<file path="src/design/tphc_pkg.sv">
`default_nettype none
package tphc_pkg;

    localparam int RAW_W    = 16;
    localparam int TEMP_W   = 32;
    localparam int HUM_W    = 29;
    localparam int STAT_W   = 2;
    localparam int CFG_IDX_W = 4;
    localparam int CFG_DAT_W = 16;

    localparam int DIV_WN   = 34;
    localparam int DIV_BPS  = 2;
    localparam int DIV_STG  = DIV_WN / DIV_BPS;
    localparam int T_DEN_W  = 20;
    localparam int H_DEN_W  = 18;

    typedef enum logic [CFG_IDX_W-1:0] {
        REG_TEMP_P0_DEG = 4'd0,
        REG_TEMP_P1_DEG = 4'd1,
        REG_TEMP_P0_RAW = 4'd2,
        REG_TEMP_P1_RAW = 4'd3,
        REG_HUM_P0_PCT  = 4'd4,
        REG_HUM_P1_PCT  = 4'd5,
        REG_HUM_P0_RAW  = 4'd6,
        REG_HUM_P1_RAW  = 4'd7
    } t_cfg_idx;

    typedef struct packed {
        logic sgn_t;
        logic sgn_h;
        logic zero_t;
        logic zero_h;
    } t_side;

endpackage
`default_nettype wire

</file>
<file path="src/design/tphc_div.sv">
`default_nettype none
module tphc_div
    import tphc_pkg::*;
#(
    parameter int WN  = DIV_WN,
    parameter int WD  = T_DEN_W,
    parameter int BPS = DIV_BPS
) (
    input  wire logic                i_clk,
    input  wire logic [WN/BPS-1:0]   i_adv,
    input  wire logic [WN-1:0]       i_num,
    input  wire logic [WD-1:0]       i_den,
    output logic      [WN-1:0]       o_quo
);

    localparam int NSTG = WN / BPS;

    logic [WD-1:0] r_rem [NSTG];
    logic [WN-1:0] r_dq  [NSTG];
    logic [WD-1:0] r_den [NSTG];

    for (genvar s = 0; s < NSTG; s++) begin : g_stg
        logic [WD-1:0] rem_in;
        logic [WD-1:0] den_in;
        logic [WN-1:0] dq_in;
        logic [WD-1:0] n_rem;
        logic [WN-1:0] n_dq;

        if (s == 0) begin : g_first
            assign rem_in = '0;
            assign dq_in  = i_num;
            assign den_in = i_den;
        end else begin : g_next
            assign rem_in = r_rem[s-1];
            assign dq_in  = r_dq[s-1];
            assign den_in = r_den[s-1];
        end

        always_comb begin : l_step
            logic [WD:0] v_t;
            v_t   = '0;
            n_rem = rem_in;
            n_dq  = dq_in;
            for (int j = 0; j < BPS; j++) begin
                v_t  = {n_rem, n_dq[WN-1]};
                n_dq = {n_dq[WN-2:0], 1'b0};
                if (v_t >= {1'b0, den_in}) begin
                    v_t     = v_t - {1'b0, den_in};
                    n_dq[0] = 1'b1;
                end
                n_rem = v_t[WD-1:0];
            end
        end

        always_ff @(posedge i_clk) begin
            if (i_adv[s]) begin
                r_rem[s] <= n_rem;
                r_dq[s]  <= n_dq;
                r_den[s] <= den_in;
            end
        end
    end

    assign o_quo = r_dq[NSTG-1];

endmodule
`default_nettype wire

</file>
<file path="config.mk">
export PLATFORM = sky130hd
export DESIGN_NAME = tphc_div
export DESIGN_NICKNAME = d
export VERILOG_FILES = /design/src/design/tphc_pkg.sv /design/src/design/tphc_div.sv
export SDC_FILE = /design/constraint.sdc
export NUM_CORES = 2
export LEC_CHECK = 0
export BUFFER_PORTS_ARGS = -buffer_cell sky130_fd_sc_hd__buf_2
export CORE_UTILIZATION = 40
export DETAILED_ROUTE_END_ITERATION = 10
export GPL_ROUTABILITY_DRIVEN = 0
export HOLD_SLACK_MARGIN = 0.03
export PLACE_DENSITY_LB_ADDON = 0.2
export SYNTH_ARGS = -nofsm -noshare
export SYNTH_HDL_FRONTEND = slang
export SYNTH_SLANG_ARGS = --single-unit
</file>
<file path="constraint.sdc">
create_clock -name i_clk -period 5.35 [get_ports i_clk]
set_input_delay 0.2675 -clock i_clk [delete_from_list [all_inputs] [get_ports i_clk]]
set_output_delay 0.2675 -clock i_clk [all_outputs]
set_load 0.005 [all_outputs]
</file>
; ---- Word level (Yosys, flattened, before mapping)
; Memories as Yosys holds them, arrays and structs flattened.
; Index checks and enable logic that the tools add are counted.
[op_classes]
add_sub_neg = 34
n_mul = 0
n_div = 0
magnitude_cmp = 34
n_eq_ne = 0
n_shift = 0
mux = 102
bitwise_logic = 0
reduce_logical = 0
[ops]
columns = operator, n
row1 = 21-bit by 20-bit greater-or-equal comparator with 1-bit output, 33
row2 = 20-bit two-way mux, 34
row3 = 20-bit subtractor, 33
row4 = 1-bit two-way mux, 68
row5 = 1-bit by 20-bit greater-or-equal comparator with 1-bit output, 1
row6 = 1-bit by 20-bit subtractor with 20-bit output, 1
[totals]
ff_bits = 0
latch_bits = 0
ramBits = 1258
rom_bits = 0
in_bits = 72
output_inout_bits = 34
word_cells = 173
n_memories = 3
[memory_table]
columns = name, words, width, rd, rd_ports_with_merged_regs, wr, line_no
row1 = r_dq, 17, 34, 17, 0, 17, tphc_div.sv:19  ; logic [WN-1:0] r_dq [NSTG];
row2 = r_den, 17, 20, 16, 0, 17, tphc_div.sv:20  ; logic [WD-1:0] r_den [NSTG];
row3 = r_rem, 17, 20, 16, 0, 17, tphc_div.sv:18  ; logic [WD-1:0] r_rem [NSTG];

; ---- Longest topological paths before layout
; An unclocked memory read counts as a cell.
[logic_depth]
word_depth = 5
ltp_mapped = 26
mapped_depth_nobuf = 24

; ---- Worst setup path before layout
; No wires, ideal clock.
[synth_timing]
kind = register -> register
from = memory r_den[0][61] (netlist name)
to = memory r_rem[0][81] (netlist name), data pin
setup_ns = 0.260
t_arrival_ns = 5.505
required_time_ns = 5.090
slack_ns = -0.415
path_stages_with_launch = 25
n_path_buf = 3
synth_period_minus_slack_ns = 5.765
cell_sequence = edfxtp_1 inv_1 ha_1 nor2b_4 o31a_1 nor4_4 o21ai_2 a2111oi_2 nor4_1 or4_1 buf_4 clkbuf_1 a21oi_1 ha_1 nor2b_1 o2111ai_1 nand3_1 a31oi_1 o21ai_0 nand2b_1 a21oi_1 o31a_1 a2111o_1 buf_6 mux2_4
[synth_lines]
columns = element, line_no
row1 = from (decl), tphc_div.sv:20
row2 = to (decl), tphc_div.sv:18

==> flow_summary.yaml <==
hold_path:
  hold_end: "r_den[0][276]"
  hold_start: "i_adv[13]"
  hp-class: "in -> reg"
  min_path_cells: 1
finish:
  layout_commonest_cell: "buf_4"
  stdcell_area_sq_mm: 0.0966
  final_cell_mix: "buf_4, edfxtp_1, ha_1, inv_1, a21oi_1"
  final_cells: 10583
  final_nets: 8768
  drive_gt1_frac: 0.315
  syn_to_final_growth_pct: 30.6
die:
  ios: 106
  initial_core_util: 0.403
  rows: 157
  die-area_sq_mm: 0.187
  die-width_microns: 432
  fp.coreArea_sq_mm: 0.183
  die_height_microns: 432
placement:
  place_ws_ns: -0.439
  port_buffers: 105
  postPlaceCellArea_sq_mm: 0.0859
  dp.cells: 10009
  dp_hpwl_mm: 149
clock_network:
  clockRootBuffer: "clkbuf_16"
  clkSinkCount: 1218
  cts_tree: "done"
  cts_buffer_depth: 3
  cts-buffers-inserted: 142
  cts.htree.levels: 4
  clk_latency_ns: 0.81
  path_clk_slew_ns: 0.06
synthesis:
  synth_warnings: 0
  async_flop_share: 0
  ys_ff_latch: 1218
  synth_cell_type_count: 89
  synth-edff-count: 1218
  synth_area_sq_mm: 0.0740
  synthCells: 6447
  ys_seq_area_frac: 0.494
  synth_nets: 7213
  synth_ff_type: "edfxtp_1"
  syn-mean-instance-area_sq_um: 11.5
critical_path:
  reg2reg_from: "r_den[0][181]"
  worstPathArrival_ns: 6.25
  rr_endpoint: "r_rem[0][219]"
  regToRegSetupSlack_ns: -0.34
  cp.required_ns: 5.91
  r2r_cells: 26
  critPathKind: "reg -> reg"
  cpMaxStageDelayCell: "o41ai_4"
  max_stage_delay_ns: 0.45
  path_max_fanout: 8
  crit_top_cell: "buf_12"
  start_kind: "flip-flop"
  endpoint_kind: "flip-flop"
route:
  wirelength_mm: 199
  firstDrtPassIters: 5
  drtIter0Drc: 3631
  vias_per_cell: 5.24
  drcViolationCount: 0
  num_vias: 55454
  antenna_left: 0
  wl_per_cell_microns: 18.8
timing:
  setup_ws_ns: -0.342
  period_share: 1.06
  worstMarginPinSlew_ns: 1.04
  hold_viol: 0
  setup_viol: 109
  rsz0062_at_grt: "true"
  max_slew_margin: 0.307
  fin_skew_ns: 0.0279
  slew_viol_final: 0
  period_minus_slack_ns: 5.69
  fmaxAchievable_mhz: 176
  whs_ns: 0.147
global_routing:
  grt_start_max_net_pins: 75
  grt_pass1_vias: 54391
  globalRoute.totalOverflow: 0
  grt_pass1_wl_mm: 301
  antenna_found_initial: 4
  grt_util_all_layers: 0.205
outcome:
  status: "finished with violations"
  violations: "setup timing"
job:
  maxCapViolCount: 0
cell type report:
| type | instances | area (sq um) |
|---|---|---|
| fill | 15977 | 86900 |
| multi-input combinational | 4582 | 38200 |
| sequential | 1218 | 36600 |
| timing repair buffer | 1501 | 12000 |
| clock buffer | 166 | 3690 |
| tap | 2464 | 3080 |
| inverter | 557 | 2100 |
| clock inverter | 94 | 970 |
| antenna | 1 | 2.50 |
layer usage:
| layer | routed length [microns] | share of wire | track usage |
|---|---|---|---|
| met3 | 9310 | 0.047 | 0.0312 |
| met4 | 5300 | 0.027 | 0.0594 |
| met1 | 90300 | 0.45 | 0.275 |
| met5 | 0 | 0 | 0 |
| met2 | 94600 | 0.47 | 0.343 |
per-stage QoR:
stage                     TNS [ns]   util
after floorplan                  0      -
after global placement      -34.31  0.468
after detailed placement    -45.49  0.468
after CTS                   -14.08  0.510
after global routing        -44.75  0.527
final                       -14.40  0.527
worst max path at each step:
stage	end	slack [ns]	startpoint	cells after the start
finish	r_rem[0][219]	-0.34	r_den[0][181]	26
global route	r_rem[0][212]	-0.52	r_den[0][181]	26
CTS	r_rem[0][219]	-0.33	r_den[0][181]	24
detailed placement	r_rem[0][166]	-0.44	r_den[0][142]	23
global placement	r_rem[0][25]	-0.31	r_den[0][3]	23
floorplan	r_rem[0][81]	0.001	r_den[0][61]	25
synth_stat cells, drive strengths merged (36+ instances only):
cell type	instances	area, sq um
a31oi	45	282
o21ai	352	1770
nand2	352	1320
ha	662	8280
a211oi	50	375
nor2b	73	464
o21a	86	646
a21o	218	1640
buf	41	210
xnor2	347	3040
inv	555	2080
nor2	375	1410
and2	36	225
a21oi	497	2490
nand4	92	576
nand3	73	365
and3	47	294
mux2	398	4550
edfxtp	1218	36600
clkbuf	49	184
nor3	96	485
xor2	156	1370
nand2b	73	457
o21bai	84	631
state kept, by name (all words and copies together) (netlist names):
| register | cells |
|---|---|
| r_den | 320 |
| r_dq | 578 |
| r_rem | 320 |
cell families after synthesis:
family                   after synthesis  synth area share
multiplexers                         430            0.0658
buffers and inverters                647            0.0336
AND/OR/NAND/NOR                     1349            0.0884
XOR/XNOR                             503            0.0595
AO/OA/AOI/OAI                       1606             0.138
flip-flops                          1218             0.494
adder cells (fa/ha/maj)              694             0.121
repair_timing:
action,CTS,global route
endpoints found under the hold margin,324,0
endpoints found under the setup margin,275,311
gates cloned,17,12
hold buffers,68,0
setup buffers,111,124
pin swaps,86,201
resized for setup,235,511
critical path: cells and delay by family (launching register included):
kind | cells | cell delay, ns
AOI/OAI and AO/OA | 14 | 3.00
adders and majority gates | 2 | 0.51
buffers and inverters | 6 | 0.86
DFF | 1 | 0.41
muxes | 1 | 0.30
and+or+nand+nor | 3 | 0.33
Power is left out: the tool's default activity adds up to more than one toggle a clock period on the data nets, which glitch-free logic cannot reach.
